### src/rtl/hsg_pkg.sv
// Shared types, constants and helper functions of the sound generator.
package hsg_pkg;

  localparam int unsigned HSG_CPU_CLOCK = 4194304;
  localparam logic [12:0] HSG_TICKS_RESET = 13'd95;

  // Sound register offsets
  localparam logic [7:0] OFF_SWEEP    = 8'h10;
  localparam logic [7:0] OFF_SQ1_DUTY = 8'h11;
  localparam logic [7:0] OFF_SQ1_ENV  = 8'h12;
  localparam logic [7:0] OFF_SQ1_FLO  = 8'h13;
  localparam logic [7:0] OFF_SQ1_FHI  = 8'h14;
  localparam logic [7:0] OFF_SQ2_DUTY = 8'h16;
  localparam logic [7:0] OFF_SQ2_ENV  = 8'h17;
  localparam logic [7:0] OFF_SQ2_FLO  = 8'h18;
  localparam logic [7:0] OFF_SQ2_FHI  = 8'h19;
  localparam logic [7:0] OFF_NZ_LEN   = 8'h20;
  localparam logic [7:0] OFF_NZ_ENV   = 8'h21;
  localparam logic [7:0] OFF_NZ_POLY  = 8'h22;
  localparam logic [7:0] OFF_NZ_CTRL  = 8'h23;
  localparam logic [7:0] OFF_LEVELS   = 8'h24;
  localparam logic [7:0] OFF_PAN      = 8'h25;

  typedef enum logic [4:0] {
    ST_IDLE, ST_SEL, ST_SQ_DSUB, ST_SQ_DRLD, ST_SQ_PSUB, ST_SQ_PRLD, ST_SQ_PDUTY,
    ST_LEN, ST_LEN_RLD, ST_ENV, ST_ENV_RLD, ST_SW_SUB, ST_SW_RLD, ST_SW_DUTY,
    ST_P1_GO, ST_P1_WAIT, ST_P2_GO, ST_P2_WAIT, ST_P_DONE, ST_N_GO, ST_N_WAIT,
    ST_NZ_SUB, ST_NZ_RLD, ST_MIX, ST_SCALE
  } st_e;

  // Saturate a grown sum to the 24-bit signed range
  function automatic logic signed [23:0] sat24(input logic signed [25:0] v);
    logic signed [23:0] r;
    if (v > 26'sd8388607) r = 24'sh7fffff;
    else if (v < -26'sd8388608) r = 24'sh800000;
    else r = v[23:0];
    return r;
  endfunction

  // Duty split of a period count, truncated toward zero
  function automatic logic signed [23:0] duty_part(input logic signed [23:0] cnt,
                                                   input logic [1:0] d);
    logic        neg;
    logic [25:0] mag;
    logic [25:0] res;
    neg = cnt[23];
    mag = neg ? 26'(-{{2{cnt[23]}}, cnt}) : {2'b00, cnt};
    if (d == 2'd3) res = (mag + (mag << 1)) >> 2;
    else res = mag >> (2'd3 - d);
    if (neg) res = -res;
    return res[23:0];
  endfunction

  // 1048576 divided by 1..8
  function automatic logic [20:0] noise_base(input logic [2:0] r);
    logic [20:0] b;
    case (r)
      3'd0: b = 21'd1048576;
      3'd1: b = 21'd524288;
      3'd2: b = 21'd349525;
      3'd3: b = 21'd262144;
      3'd4: b = 21'd209715;
      3'd5: b = 21'd174762;
      3'd6: b = 21'd149796;
      default: b = 21'd131072;
    endcase
    return b;
  endfunction

endpackage

### src/rtl/hsg_div.sv
// Restoring divider, one quotient bit per cycle, 24-bit operands.
module hsg_div (
  input  logic        clk_i,
  input  logic        rst_ni,
  input  logic        start_i,
  input  logic [23:0] dividend_i,
  input  logic [23:0] divisor_i,
  output logic        busy_o,
  output logic [23:0] quot_o
);

  logic        busy_q, busy_d;
  logic [4:0]  cnt_q, cnt_d;
  logic [23:0] rem_q, rem_d, quo_q, quo_d, dvs_q, dvs_d;
  logic [24:0] trial, diff;

  // Shift in one dividend bit and try the subtraction
  always_comb begin
    trial  = {rem_q, quo_q[23]};
    diff   = trial - {1'b0, dvs_q};
    busy_d = busy_q;
    cnt_d  = cnt_q;
    rem_d  = rem_q;
    quo_d  = quo_q;
    dvs_d  = dvs_q;
    if (start_i) begin
      busy_d = 1'b1;
      cnt_d  = 5'd24;
      rem_d  = '0;
      quo_d  = dividend_i;
      dvs_d  = divisor_i;
    end else if (busy_q) begin
      if (trial >= {1'b0, dvs_q}) begin
        rem_d = diff[23:0];
        quo_d = {quo_q[22:0], 1'b1};
      end else begin
        rem_d = trial[23:0];
        quo_d = {quo_q[22:0], 1'b0};
      end
      cnt_d  = cnt_q - 5'd1;
      busy_d = cnt_q != 5'd1;
    end
  end

  always_ff @(posedge clk_i or negedge rst_ni) begin
    if (!rst_ni) begin
      busy_q <= 1'b0;
      cnt_q  <= '0;
    end else begin
      busy_q <= busy_d;
      cnt_q  <= cnt_d;
    end
  end

  // Hold the datapath words
  always_ff @(posedge clk_i) begin
    rem_q <= rem_d;
    quo_q <= quo_d;
    dvs_q <= dvs_d;
  end

  assign busy_o = busy_q;
  assign quot_o = quo_q;

endmodule

### src/rtl/handheld_sound_generator_core.sv
// Top level of the sound generator: register file, channel sequencer and mixer.
//
//  channel | handshake                  | word
//  --------+----------------------------+------------------------------------------
//  input   | in_valid_i / in_stall_o    | cmd_i, reg_offset_i, reg_value_i
//  output  | out_valid_o / out_stall_i  | left_sample_o, right_sample_o,
//          |                            | channel_status_o
//  config  | cfg_we_i                   | cfg_data_i (ticks per sample)
//
// A plain register write is done in the idle state; a frequency write makes two
// passes of the 24-bit divider, a noise polynomial write one (skipped at rate zero).
// A sample step runs through one shared saturating adder; a sweep step that retunes
// square one adds the two divider passes, and an output stall holds the step.
// Reset is asynchronous and active low and brings every timer to its start value.
// The input stalls while a word is being worked; a finished sample waits for a
// stalled output register before the block goes idle again.
module handheld_sound_generator_core
  import hsg_pkg::*;
#(
  parameter int unsigned CpuClock = HSG_CPU_CLOCK
) (
  input  logic               clk_i,
  input  logic               rst_ni,
  input  logic               in_valid_i,
  output logic               in_stall_o,
  input  logic [0:0]         cmd_i,
  input  logic [7:0]         reg_offset_i,
  input  logic [7:0]         reg_value_i,
  output logic               out_valid_o,
  input  logic               out_stall_i,
  output logic signed [15:0] left_sample_o,
  output logic signed [15:0] right_sample_o,
  output logic [3:0]         channel_status_o,
  input  logic               cfg_we_i,
  input  logic [12:0]        cfg_data_i
);

  localparam logic [23:0] CpuW   = 24'(CpuClock);
  localparam logic [23:0] LenRld = 24'(CpuClock / 256);
  localparam logic [23:0] EnvRld = 24'(CpuClock / 64);
  localparam logic [23:0] SwRld  = 24'(CpuClock / 128);

  st_e state_q, state_d;
  logic [1:0] ch_q, ch_d;
  logic       ctx_q, ctx_d;
  logic [12:0] ticks_q, ticks_d;

  // Square channels
  logic [7:0]         flo_q [2], flo_d [2];
  logic [2:0]         fhi_q [2], fhi_d [2];
  logic [10:0]        freq_q [2], freq_d [2];
  logic signed [23:0] per_q [2], per_d [2];
  logic signed [23:0] duty_q [2], duty_d [2];
  logic signed [23:0] pref_q [2], pref_d [2];
  logic               phase_q [2], phase_d [2];
  logic [1:0]         dsel_q [2], dsel_d [2];
  logic [5:0]         lreg_q [2], lreg_d [2];

  // Per channel length and envelope, noise last
  logic [6:0]         lleft_q [3], lleft_d [3];
  logic               len_q [3], len_d [3];
  logic signed [23:0] ltmr_q [3], ltmr_d [3];
  logic [2:0]         esteps_q [3], esteps_d [3];
  logic signed [23:0] etmr_q [3], etmr_d [3];
  logic               eup_q [3], eup_d [3];
  logic [3:0]         vol_q [3], vol_d [3];
  logic               run_q [3], run_d [3];
  logic [2:0]         ereg_q [3], ereg_d [3];

  // Sweep
  logic [2:0]         swsteps_q, swsteps_d, swreg_q, swreg_d, swshift_q, swshift_d;
  logic               swdown_q, swdown_d;
  logic signed [23:0] swtmr_q, swtmr_d;

  // Noise
  logic [14:0]        lfsr_q, lfsr_d, nout_q, nout_d;
  logic [19:0]        nrate_q, nrate_d;
  logic signed [23:0] nper_q, nper_d, nrld_q, nrld_d;
  logic               narrow_q, narrow_d;

  logic [5:0] pan_q, pan_d, lvl_q, lvl_d;
  logic [3:0] stat_q, stat_d, pre_q, pre_d;
  logic signed [7:0] accl_q, accl_d, accr_q, accr_d;

  // Output register
  logic               ovalid_q, ovalid_d;
  logic signed [15:0] oleft_q, oleft_d, oright_q, oright_d;
  logic [3:0]         ostat_q, ostat_d;

  // Shared adder and divider
  logic signed [23:0] au_a, au_b, au_sum;
  logic               au_le0;
  logic               div_start, div_busy;
  logic [23:0]        div_divisor, div_quot;
  logic signed [23:0] qs;

  logic c;
  assign c = ch_q[0];

  hsg_div u_div (
    .clk_i      (clk_i),
    .rst_ni     (rst_ni),
    .start_i    (div_start),
    .dividend_i (CpuW),
    .divisor_i  (div_divisor),
    .busy_o     (div_busy),
    .quot_o     (div_quot)
  );

  assign qs = div_quot[23] ? 24'sh7fffff : $signed(div_quot);

  // Scale a side sum by its level times 64 and clamp
  function automatic logic signed [15:0] scale16(input logic signed [7:0] v,
                                                 input logic [2:0] l);
    logic signed [11:0] p;
    logic signed [17:0] w;
    logic signed [15:0] r;
    p = v * $signed({1'b0, l});
    w = {p, 6'b0};
    if (w > 18'sd32767) r = 16'sd32767;
    else if (w < -18'sd32767) r = -16'sd32767;
    else r = w[15:0];
    return r;
  endfunction

  // Pick adder operands for the current step
  always_comb begin
    logic signed [23:0] neg_t;
    neg_t = -$signed({11'b0, ticks_q});
    au_a  = '0;
    au_b  = '0;
    case (state_q)
      ST_SQ_DSUB:  begin au_a = duty_q[c]; au_b = neg_t; end
      ST_SQ_DRLD:  begin
        au_a = per_q[c];
        au_b = $signed({11'b0, ticks_q}) + (c ? 24'sd1 : 24'sd5);
      end
      ST_SQ_PSUB:  begin au_a = per_q[c]; au_b = neg_t; end
      ST_SQ_PRLD:  begin au_a = per_q[c]; au_b = pref_q[c]; end
      ST_SQ_PDUTY, ST_SW_DUTY: begin
        au_a = duty_q[c]; au_b = duty_part(per_q[c], dsel_q[c]);
      end
      ST_LEN:      begin au_a = ltmr_q[ch_q]; au_b = neg_t; end
      ST_LEN_RLD:  begin au_a = ltmr_q[ch_q]; au_b = $signed(LenRld); end
      ST_ENV:      begin au_a = etmr_q[ch_q]; au_b = neg_t; end
      ST_ENV_RLD:  begin au_a = etmr_q[ch_q]; au_b = $signed(EnvRld); end
      ST_SW_SUB:   begin au_a = swtmr_q; au_b = neg_t; end
      ST_SW_RLD:   begin au_a = swtmr_q; au_b = $signed(SwRld); end
      ST_P_DONE:   begin au_a = per_q[c]; au_b = qs; end
      ST_NZ_SUB:   begin au_a = nper_q; au_b = neg_t; end
      ST_NZ_RLD:   begin au_a = nper_q; au_b = nrld_q; end
      default:     begin au_a = '0; au_b = '0; end
    endcase
    au_sum = sat24(26'(au_a) + 26'(au_b));
    au_le0 = au_sum[23] || (au_sum == '0);
  end

  // Divider operands
  always_comb begin
    div_start   = (state_q == ST_P1_GO) || (state_q == ST_P2_GO) || (state_q == ST_N_GO);
    div_divisor = 24'(nrate_q);
    if (state_q == ST_P1_GO) begin
      div_divisor = 24'({12'd2048 - {1'b0, freq_q[c]}, 5'b0});
    end else if (state_q == ST_P2_GO) begin
      div_divisor = (div_quot == '0) ? 24'd1 : div_quot;
    end
  end

  // Sequencer: next state and register updates
  always_comb begin
    logic       wc;
    logic [7:0] v;
    logic [4:0] sh;
    logic [2:0] stn;
    logic [10:0] f, dlt;
    logic [11:0] fs;
    logic [14:0] ls;
    logic        fb;
    logic signed [4:0] s;
    logic [3:0]  sbit;
    st_e         post_env;

    state_d = state_q; ch_d = ch_q; ctx_d = ctx_q;
    ticks_d = cfg_we_i ? cfg_data_i : ticks_q;
    flo_d = flo_q; fhi_d = fhi_q; freq_d = freq_q; per_d = per_q; duty_d = duty_q;
    pref_d = pref_q; phase_d = phase_q; dsel_d = dsel_q; lreg_d = lreg_q;
    lleft_d = lleft_q; len_d = len_q; ltmr_d = ltmr_q; esteps_d = esteps_q;
    etmr_d = etmr_q; eup_d = eup_q; vol_d = vol_q; run_d = run_q; ereg_d = ereg_q;
    swsteps_d = swsteps_q; swreg_d = swreg_q; swshift_d = swshift_q;
    swdown_d = swdown_q; swtmr_d = swtmr_q;
    lfsr_d = lfsr_q; nout_d = nout_q; nrate_d = nrate_q; nper_d = nper_q;
    nrld_d = nrld_q; narrow_d = narrow_q;
    pan_d = pan_q; lvl_d = lvl_q; stat_d = stat_q; pre_d = pre_q;
    accl_d = accl_q; accr_d = accr_q;
    ovalid_d = ovalid_q && out_stall_i;
    oleft_d = oleft_q; oright_d = oright_q; ostat_d = ostat_q;

    v   = reg_value_i;
    wc  = reg_offset_i > OFF_SQ1_FHI;
    sh  = {1'b0, v[7:4]} + 5'd1;
    stn = '0;
    f   = freq_q[0];
    dlt = freq_q[0] >> swshift_q;
    fs  = '0;
    fb  = lfsr_q[1] ^ lfsr_q[0];
    ls  = {1'b0, lfsr_q[14:1]};
    s   = '0;
    case (ch_q)
      2'd0:    sbit = 4'b0001;
      2'd1:    sbit = 4'b0010;
      default: sbit = 4'b1000;
    endcase
    post_env = ((ch_q == 2'd0) && (swsteps_q != 3'd0)) ? ST_SW_SUB : ST_MIX;

    case (state_q)
      ST_IDLE: begin
        if (in_valid_i) begin
          if (cmd_i[0]) begin
            accl_d = '0; accr_d = '0; ch_d = 2'd0;
            state_d = ST_SEL;
          end else begin
            case (reg_offset_i)
              OFF_SWEEP: begin
                swsteps_d = v[6:4]; swreg_d = v[6:4]; swdown_d = v[3]; swshift_d = v[2:0];
              end
              OFF_SQ1_DUTY, OFF_SQ2_DUTY: begin
                dsel_d[wc]  = v[7:6];
                lreg_d[wc]  = v[5:0];
                lleft_d[wc] = 7'd64 - {1'b0, v[5:0]};
                duty_d[wc]  = duty_part(per_q[wc], v[7:6]);
              end
              OFF_SQ1_ENV, OFF_SQ2_ENV: begin
                vol_d[wc] = v[7:4]; eup_d[wc] = v[3];
                esteps_d[wc] = v[2:0]; ereg_d[wc] = v[2:0];
              end
              OFF_SQ1_FLO, OFF_SQ2_FLO: begin
                flo_d[wc]  = v;
                freq_d[wc] = {fhi_q[wc], v};
                ch_d = {1'b0, wc}; ctx_d = 1'b0;
                state_d = ST_P1_GO;
              end
              OFF_SQ1_FHI, OFF_SQ2_FHI: begin
                fhi_d[wc]  = v[2:0];
                freq_d[wc] = {v[2:0], flo_q[wc]};
                len_d[wc]  = v[6];
                if (v[7]) begin
                  run_d[wc]    = 1'b1;
                  lleft_d[wc]  = 7'd64 - {1'b0, lreg_q[wc]};
                  esteps_d[wc] = ereg_q[wc];
                  if (!wc) swsteps_d = swreg_q;
                  phase_d[wc]  = 1'b1;
                  stat_d = stat_q | (wc ? 4'b0010 : 4'b0001);
                end
                ch_d = {1'b0, wc}; ctx_d = 1'b0;
                state_d = ST_P1_GO;
              end
              OFF_NZ_LEN: lleft_d[2] = 7'd64 - {1'b0, v[5:0]};
              OFF_NZ_ENV: begin
                vol_d[2] = v[7:4]; eup_d[2] = v[3];
                esteps_d[2] = v[2:0]; ereg_d[2] = v[2:0];
              end
              OFF_NZ_POLY: begin
                narrow_d = v[3];
                nrate_d  = 20'(noise_base(v[2:0]) >> sh);
                state_d  = ST_N_GO;
              end
              OFF_NZ_CTRL: begin
                len_d[2] = v[6];
                if (v[7]) begin
                  run_d[2] = 1'b1; stat_d = stat_q | 4'b1000;
                  nout_d = 15'h7fff; lfsr_d = 15'h7fff;
                  esteps_d[2] = ereg_q[2];
                end
              end
              OFF_LEVELS: lvl_d = {v[6:4], v[2:0]};
              OFF_PAN:    pan_d = {v[7], v[5], v[4], v[3], v[1], v[0]};
              default: ;
            endcase
          end
        end
      end

      // Frequency to period: two divides
      ST_P1_GO:   state_d = ST_P1_WAIT;
      ST_P1_WAIT: if (!div_busy) state_d = ST_P2_GO;
      ST_P2_GO:   state_d = ST_P2_WAIT;
      ST_P2_WAIT: if (!div_busy) state_d = ST_P_DONE;
      ST_P_DONE: begin
        pref_d[c] = qs;
        if (ctx_q) begin
          per_d[c] = au_sum;
          state_d  = ST_SW_DUTY;
        end else begin
          per_d[c]  = qs;
          duty_d[c] = duty_part(qs, dsel_q[c]);
          state_d   = ST_IDLE;
        end
      end
      ST_SW_DUTY: begin
        duty_d[c] = au_sum;
        state_d   = ST_MIX;
      end

      // Noise period from its rate
      ST_N_GO: begin
        if (nrate_q == '0) begin
          nper_d = '0; state_d = ST_IDLE;
        end else begin
          state_d = ST_N_WAIT;
        end
      end
      ST_N_WAIT: begin
        if (!div_busy) begin
          nper_d = qs; nrld_d = qs; state_d = ST_IDLE;
        end
      end

      // Skip channels that are stopped
      ST_SEL: begin
        if (ch_q == 2'd3) begin
          state_d = ST_SCALE;
        end else if (run_q[ch_q]) begin
          pre_d   = vol_q[ch_q];
          state_d = (ch_q == 2'd2) ? ST_NZ_SUB : ST_SQ_DSUB;
        end else begin
          ch_d = ch_q + 2'd1;
        end
      end

      ST_SQ_DSUB: begin
        duty_d[c] = au_sum;
        state_d   = au_le0 ? ST_SQ_DRLD : ST_SQ_PSUB;
      end
      ST_SQ_DRLD: begin
        duty_d[c]  = au_sum;
        phase_d[c] = !phase_q[c];
        state_d    = ST_SQ_PSUB;
      end
      ST_SQ_PSUB: begin
        per_d[c] = au_sum;
        if (au_le0) begin
          phase_d[c] = !phase_q[c];
          state_d    = ST_SQ_PRLD;
        end else begin
          state_d = ST_LEN;
        end
      end
      ST_SQ_PRLD: begin
        per_d[c] = au_sum;
        state_d  = ST_SQ_PDUTY;
      end
      ST_SQ_PDUTY: begin
        duty_d[c] = au_sum;
        state_d   = ST_LEN;
      end

      // Length counter
      ST_LEN: begin
        state_d = ST_ENV;
        if (len_q[ch_q] && (lleft_q[ch_q] != '0)) begin
          ltmr_d[ch_q] = au_sum;
          if (au_le0) state_d = ST_LEN_RLD;
        end
      end
      ST_LEN_RLD: begin
        ltmr_d[ch_q]  = au_sum;
        lleft_d[ch_q] = lleft_q[ch_q] - 7'd1;
        if (lleft_q[ch_q] == 7'd1) begin
          run_d[ch_q] = 1'b0;
          stat_d      = stat_q & ~sbit;
        end
        state_d = ST_ENV;
      end

      // Envelope
      ST_ENV: begin
        state_d = post_env;
        if (esteps_q[ch_q] != '0) begin
          etmr_d[ch_q] = au_sum;
          if (au_le0) state_d = ST_ENV_RLD;
        end
      end
      ST_ENV_RLD: begin
        etmr_d[ch_q] = au_sum;
        stn = esteps_q[ch_q] - 3'd1;
        esteps_d[ch_q] = stn;
        if (stn == '0) begin
          esteps_d[ch_q] = ereg_q[ch_q];
          if (eup_q[ch_q]) begin
            if (vol_q[ch_q] != 4'd15) vol_d[ch_q] = vol_q[ch_q] + 4'd1;
          end else if (vol_q[ch_q] <= 4'd1) begin
            vol_d[ch_q] = '0;
            if (ch_q == 2'd2) run_d[2] = 1'b0;
          end else begin
            vol_d[ch_q] = vol_q[ch_q] - 4'd1;
          end
        end
        state_d = post_env;
      end

      // Frequency sweep of square one
      ST_SW_SUB: begin
        swtmr_d = au_sum;
        state_d = au_le0 ? ST_SW_RLD : ST_MIX;
      end
      ST_SW_RLD: begin
        swtmr_d   = au_sum;
        stn       = swsteps_q - 3'd1;
        swsteps_d = stn;
        state_d   = ST_MIX;
        if (stn == '0) begin
          swsteps_d = swreg_q;
          if (!swdown_q) begin
            fs = {1'b0, f} + {1'b0, dlt};
            f  = fs[11] ? 11'd2047 : fs[10:0];
          end else begin
            f = f - dlt;
            if (f == '0) begin
              run_d[0] = 1'b0;
              stat_d   = stat_d & 4'b1110;
            end
          end
          freq_d[0] = f;
          ctx_d     = 1'b1;
          state_d   = ST_P1_GO;
        end
      end

      // Noise shift register
      ST_NZ_SUB: begin
        state_d = ST_LEN;
        if (nrate_q != '0) begin
          nper_d = au_sum;
          if (au_le0) state_d = ST_NZ_RLD;
        end
      end
      ST_NZ_RLD: begin
        nper_d = au_sum;
        if (narrow_q) ls = (ls | {8'b0, fb, 6'b0}) & 15'h007f;
        else ls = ls | {fb, 14'b0};
        lfsr_d  = ls;
        nout_d  = ls;
        state_d = ST_LEN;
      end

      // Add this channel into each side that its pan bit enables
      ST_MIX: begin
        if (ch_q == 2'd2) begin
          if (pan_q[5]) accl_d = accl_q + $signed({3'b0, nout_q[3:0] & vol_q[2], 1'b0});
          if (pan_q[2]) accr_d = accr_q + $signed({3'b0, nout_q[3:0] & vol_q[2], 1'b0});
        end else begin
          s = $signed({1'b0, c ? vol_q[1] : pre_q});
          if (!phase_q[c]) s = -s;
          if (pan_q[c ? 3'd4 : 3'd3]) accl_d = accl_q + 8'(s);
          if (pan_q[{2'b00, c}]) accr_d = accr_q + 8'(s);
        end
        ch_d    = ch_q + 2'd1;
        state_d = ST_SEL;
      end

      // Scale and hand the word to the output register
      ST_SCALE: begin
        if (!ovalid_q || !out_stall_i) begin
          ovalid_d = 1'b1;
          oleft_d  = scale16(accl_q, lvl_q[5:3]);
          oright_d = scale16(accr_q, lvl_q[2:0]);
          ostat_d  = stat_q;
          state_d  = ST_IDLE;
        end
      end

      default: state_d = ST_IDLE;
    endcase
  end

  always_ff @(posedge clk_i or negedge rst_ni) begin
    if (!rst_ni) begin
      state_q <= ST_IDLE; ch_q <= '0; ctx_q <= 1'b0; ticks_q <= HSG_TICKS_RESET;
      flo_q <= '{default: '0}; fhi_q <= '{default: '0}; freq_q <= '{default: '0};
      per_q <= '{default: '0}; duty_q <= '{default: '0}; pref_q <= '{default: '0};
      phase_q <= '{default: 1'b1}; dsel_q <= '{default: '0}; lreg_q <= '{default: '0};
      lleft_q <= '{default: '0}; len_q <= '{default: 1'b0};
      ltmr_q <= '{default: $signed(LenRld)}; esteps_q <= '{default: '0};
      etmr_q <= '{default: $signed(EnvRld)}; eup_q <= '{default: 1'b0};
      vol_q <= '{default: '0}; run_q <= '{default: 1'b0}; ereg_q <= '{default: '0};
      swsteps_q <= '0; swreg_q <= '0; swshift_q <= '0; swdown_q <= 1'b0;
      swtmr_q <= $signed(SwRld);
      lfsr_q <= 15'h00ff; nout_q <= '0; nrate_q <= '0; nper_q <= '0; nrld_q <= '0;
      narrow_q <= 1'b0;
      pan_q <= 6'h1b; lvl_q <= '0; stat_q <= '0; pre_q <= '0;
      accl_q <= '0; accr_q <= '0; ovalid_q <= 1'b0;
    end else begin
      state_q <= state_d; ch_q <= ch_d; ctx_q <= ctx_d; ticks_q <= ticks_d;
      flo_q <= flo_d; fhi_q <= fhi_d; freq_q <= freq_d;
      per_q <= per_d; duty_q <= duty_d; pref_q <= pref_d;
      phase_q <= phase_d; dsel_q <= dsel_d; lreg_q <= lreg_d;
      lleft_q <= lleft_d; len_q <= len_d; ltmr_q <= ltmr_d; esteps_q <= esteps_d;
      etmr_q <= etmr_d; eup_q <= eup_d; vol_q <= vol_d; run_q <= run_d;
      ereg_q <= ereg_d;
      swsteps_q <= swsteps_d; swreg_q <= swreg_d; swshift_q <= swshift_d;
      swdown_q <= swdown_d; swtmr_q <= swtmr_d;
      lfsr_q <= lfsr_d; nout_q <= nout_d; nrate_q <= nrate_d; nper_q <= nper_d;
      nrld_q <= nrld_d; narrow_q <= narrow_d;
      pan_q <= pan_d; lvl_q <= lvl_d; stat_q <= stat_d; pre_q <= pre_d;
      accl_q <= accl_d; accr_q <= accr_d; ovalid_q <= ovalid_d;
    end
  end

  // Hold the output word
  always_ff @(posedge clk_i) begin
    oleft_q  <= oleft_d;
    oright_q <= oright_d;
    ostat_q  <= ostat_d;
  end

  assign in_stall_o       = state_q != ST_IDLE;
  assign out_valid_o      = ovalid_q;
  assign left_sample_o    = oleft_q;
  assign right_sample_o   = oright_q;
  assign channel_status_o = ostat_q;

endmodule
### config.mk
export PLATFORM = sky130hd
export DESIGN_NAME = handheld_sound_generator_core
export DESIGN_NICKNAME = d
export VERILOG_FILES = /design/src/rtl/hsg_pkg.sv /design/src/rtl/hsg_div.sv /design/src/rtl/handheld_sound_generator_core.sv
export SDC_FILE = /design/constraint.sdc
export NUM_CORES = 2
export LEC_CHECK = 0
export BUFFER_PORTS_ARGS = -buffer_cell sky130_fd_sc_hd__buf_4
export CORE_UTILIZATION = 59
export CTS_BUF_LIST = sky130_fd_sc_hd__clkbuf_16
export DETAILED_ROUTE_END_ITERATION = 7
export PLACE_DENSITY_LB_ADDON = 0.1
export SYNTH_ARGS = -nofsm -noshare
export SYNTH_HDL_FRONTEND = slang
export SYNTH_HIERARCHICAL = 1
export SYNTH_SLANG_ARGS = --single-unit
### constraint.sdc
create_clock -name clk_i -period 10.2 [get_ports clk_i]
set_input_delay 0.51 -clock clk_i [delete_from_list [all_inputs] [get_ports clk_i]]
set_output_delay 0.51 -clock clk_i [all_outputs]
set_load 0.01 [all_outputs]
==> out/metrics.yaml <==
outcome: "completed"
ios: 73
syn_to_final_growth_pct: 8.676
fp.dieW_um: 299.7
setup_viol: 0
synth_cell_types: 120
cp_data_required_time_ps: 10750
htree_levels: 3
synth_edf_count: 75
relSlewSlack_pct: 5.166
fin_crit_sh_pct: 95.57
cp-start-kind: "flip-flop"
max_freq_mhz: 102.6
initial_core_util_pct: 59.92
slew_violations: 0
finalCoreUtilization_pct: 65.12
post_drt_wl_per_cell_um: 25.62
period_needed_ps: 9748
path_clk_slew_ps: 60
io_buffers: 71
drc: 0
worstPathArrival_ps: 10300
fillers: 7607
cts.path.max_buffers: 3
maxCapViolCount: 0
postRouteWirelength_um: 191400
grt_remaining_overflow: 0
tightest_slew_ps: 1419
ys_seq_area_share_pct: 33.61
hold_viol_final: 0
syn_area_per_cell_um2: 8.280
drive_above_1_share_pct: 10.61
grt_pass1_wl_um: 288700
cts-buffers-inserted: 79
yosysMostFrequentCell: "nand2_1"
vias: 50610
path_max_fanout: 10
fin_cells: 7470
critPathCaptureType: "flip-flop"
die_area_mm2: 0.08984
clock-skew-final_ps: 37.64
cts_root_buffer: "clkbuf_16"
place_congestion: 1.041
ys_top_cells_by_area: "dfrtp_1 27%, o21ai_0 6.0%, nand2_1 5.8%, ha_1 5.6%, a21oi_1 4.5%"
max_stage_delay_ps: 900
ant_nets: 0
ys_ff_latch: 691
rsz0062_at_grt: "true"
cpLargestDelayFamily: "compound AO/OA/AOI/OAI gates"
die_h_um: 299.7
drtPass1Iterations: 7
antenna_found_initial: 5
ys_top_cells_by_count: "813 x nand2_1, 629 x o21ai_0, 591 x nor2_1, 565 x dfrtp_1, 466 x a21oi_1"
clkLatencyLatePin_ps: 690
core_area_mm2: 0.08729
place_inst: 7319
cp_num_buf_inv: 3
synth_area_leader_cell: "dfrtp_1"
grt_pass1_vias: 46710
syn_area_mm2: 0.05230
criticalPathCategory: "flip-flop to flip-flop"
cp_slowest_cell: "a21oi_1"
fin_nets: 6542
rows: 108
grt_start_max_net_pins: 172
synth_warnings: 6
post-cts-setup-buffers: 0
synth_top_area_share_pct: 27.03
synth_async_sr_flop_share_pct: 85.67
clock_sinks: 691
drtIter0Drc: 6482
grt_use_total_pct: 41.93
ys.flop_type: "dfrtp_1"
vias_per_cell: 6.775
syn_inst: 6317
hold_path_class: "primary input to flip-flop"
dpl.hpwl_um: 138600
cts_tree: "built"
crit_path_frequent_cell: "o21ai_0"
[final timing paths]
kind	from	end	slack (ps)	cells after the start
setup / recovery	ch_q[0]$_DFFE_PN0P_	duty_q[40]$_DFFE_PN0P_	450	34
hold / removal	cfg_data_i[10]	ticks_q[10]$_DFFE_PN0P_	70	2
setup reg to reg	ch_q[0]$_DFFE_PN0P_	duty_q[40]$_DFFE_PN0P_	450	34
max in group asynchronous	rst_ni	ticks_q[7]$_DFFE_PN0P_	7690	4
hold reg to reg	etmr_q[49]$_DFFE_PN0P_	etmr_q[49]$_DFFE_PN0P_	480	2
min in group asynchronous	rst_ni	accr_q[2]$_DFFE_PN0P_	420	2
[registers in the layout, summed over array words and instances, names as in the netlist, 22 cells and up]
name          flops
duty_q           48
etmr_q           72
freq_q           22
ltmr_q           72
nper_q           24
nrld_q           23
per_q            48
pref_q           46
swtmr_q          24
u_div/dvs_q      24
u_div/quot_o     24
u_div/rem_q      24
[worst register-to-register path, delay by kind of cell (launching register included)]
kind | cells | cell delay [ps]
fa+ha+maj | 3 | 1000
compound gates | 18 | 4930
flops | 1 | 490
mux | 2 | 860
simple gates | 6 | 1440
xor+xnor | 2 | 500
buf+inv | 3 | 440
[routing by layer]
layer	vias to the layer above	global-route usage (%)	routed length, um
li1	22760	-	-
met1	24460	60.24	80750
met2	2934	58.48	77930
met3	445	11.69	23780
met4	8	18.77	8841
met5	-	0	50
[cell families after synthesis]
family | count (synthesis) | share of synthesized area [%]
AO/OA/AOI/OAI | 2035 | 25.06
AND/OR/NAND/NOR | 2017 | 17.17
adder cells (fa/ha/maj) | 266 | 6.727
buffers and inverters | 657 | 4.923
multiplexers | 396 | 8.205
other | 2 | 0.01436
flip-flops | 691 | 33.61
XOR/XNOR | 253 | 4.287
[metrics by stage]
step | setup TNS, ps | cell area [um2] | setup WS [ps] | hold slack, ps
5_1_grt | -921.9 | 56830 | -196.0 | 69.87
4_1_cts | 0 | 56790 | 562.7 | 47.97
6_report | 0 | 56840 | 451.7 | 68.81
3_5_place_dp | 0 | 54150 | 612.8 | 466.1
3_3_place_gp | 0 | 54150 | 680.3 | 450.0
2_1_floorplan | 0 | 52450 | 26.54 | 214.4
[cell type report]
cell class                      count  area (um2)  area share [%]
Sequential cell                   691       17590           30.94
Clock buffer                       80        2002           3.522
Clock inverter                     67       628.1           1.105
Tap cell                         1155        1445           2.542
Inverter                          251       942.2           1.657
Timing Repair Buffer              229        1770           3.115
Multi-Input combinational cell   4994       32460           57.10
Antenna cell                        3       7.507         0.01321
[timing repair]
item / 4_1_cts / 5_1_grt
endpoints found under the hold margin: 54 / 0
resized for setup: 0 / 10
hold buffers: 1 / 0
endpoints found under the setup margin: 0 / 38
[cells in the final DEF (no fill, tap or decap), types with 28 or more instances in the layout]
| master | synthesis | routed |
|---|---|---|
| o22ai_1 | 57 | 57 |
| a221oi_1 | 29 | 28 |
| a31oi_1 | 67 | 67 |
| inv_1 | 244 | 268 |
| xnor2_1 | 157 | 157 |
| a21oi_1 | 466 | 458 |
| o211ai_1 | 44 | 44 |
| nand4_1 | 37 | 37 |
| clkbuf_16 | 0 | 80 |
| and2_1 | 69 | 69 |
| nand2_1 | 813 | 811 |
| mux2i_1 | 211 | 209 |
| edfxtp_1 | 75 | 75 |
| o21ai_0 | 629 | 629 |
| o31ai_1 | 55 | 54 |
| a22oi_1 | 52 | 52 |
| nor2_1 | 591 | 583 |
| nand3_1 | 104 | 102 |
| dfrtp_1 | 565 | 562 |
| a21o_1 | 101 | 101 |
| o21a_1 | 66 | 66 |
| o221ai_1 | 57 | 57 |
| nor3_1 | 124 | 120 |
| mux2_2 | 175 | 175 |
| or3_1 | 38 | 38 |
| xor2_1 | 94 | 94 |
| nor2b_1 | 40 | 39 |
| a222oi_1 | 40 | 40 |
| a211oi_1 | 70 | 70 |
| o22a_1 | 38 | 38 |
| ha_1 | 234 | 232 |
| nand2b_1 | 47 | 46 |
| nor4_1 | 39 | 39 |
| buf_4 | 11 | 223 |
Power is not shown: default switching activity piles up to over one toggle a cycle in this logic, so the estimate is an artifact.
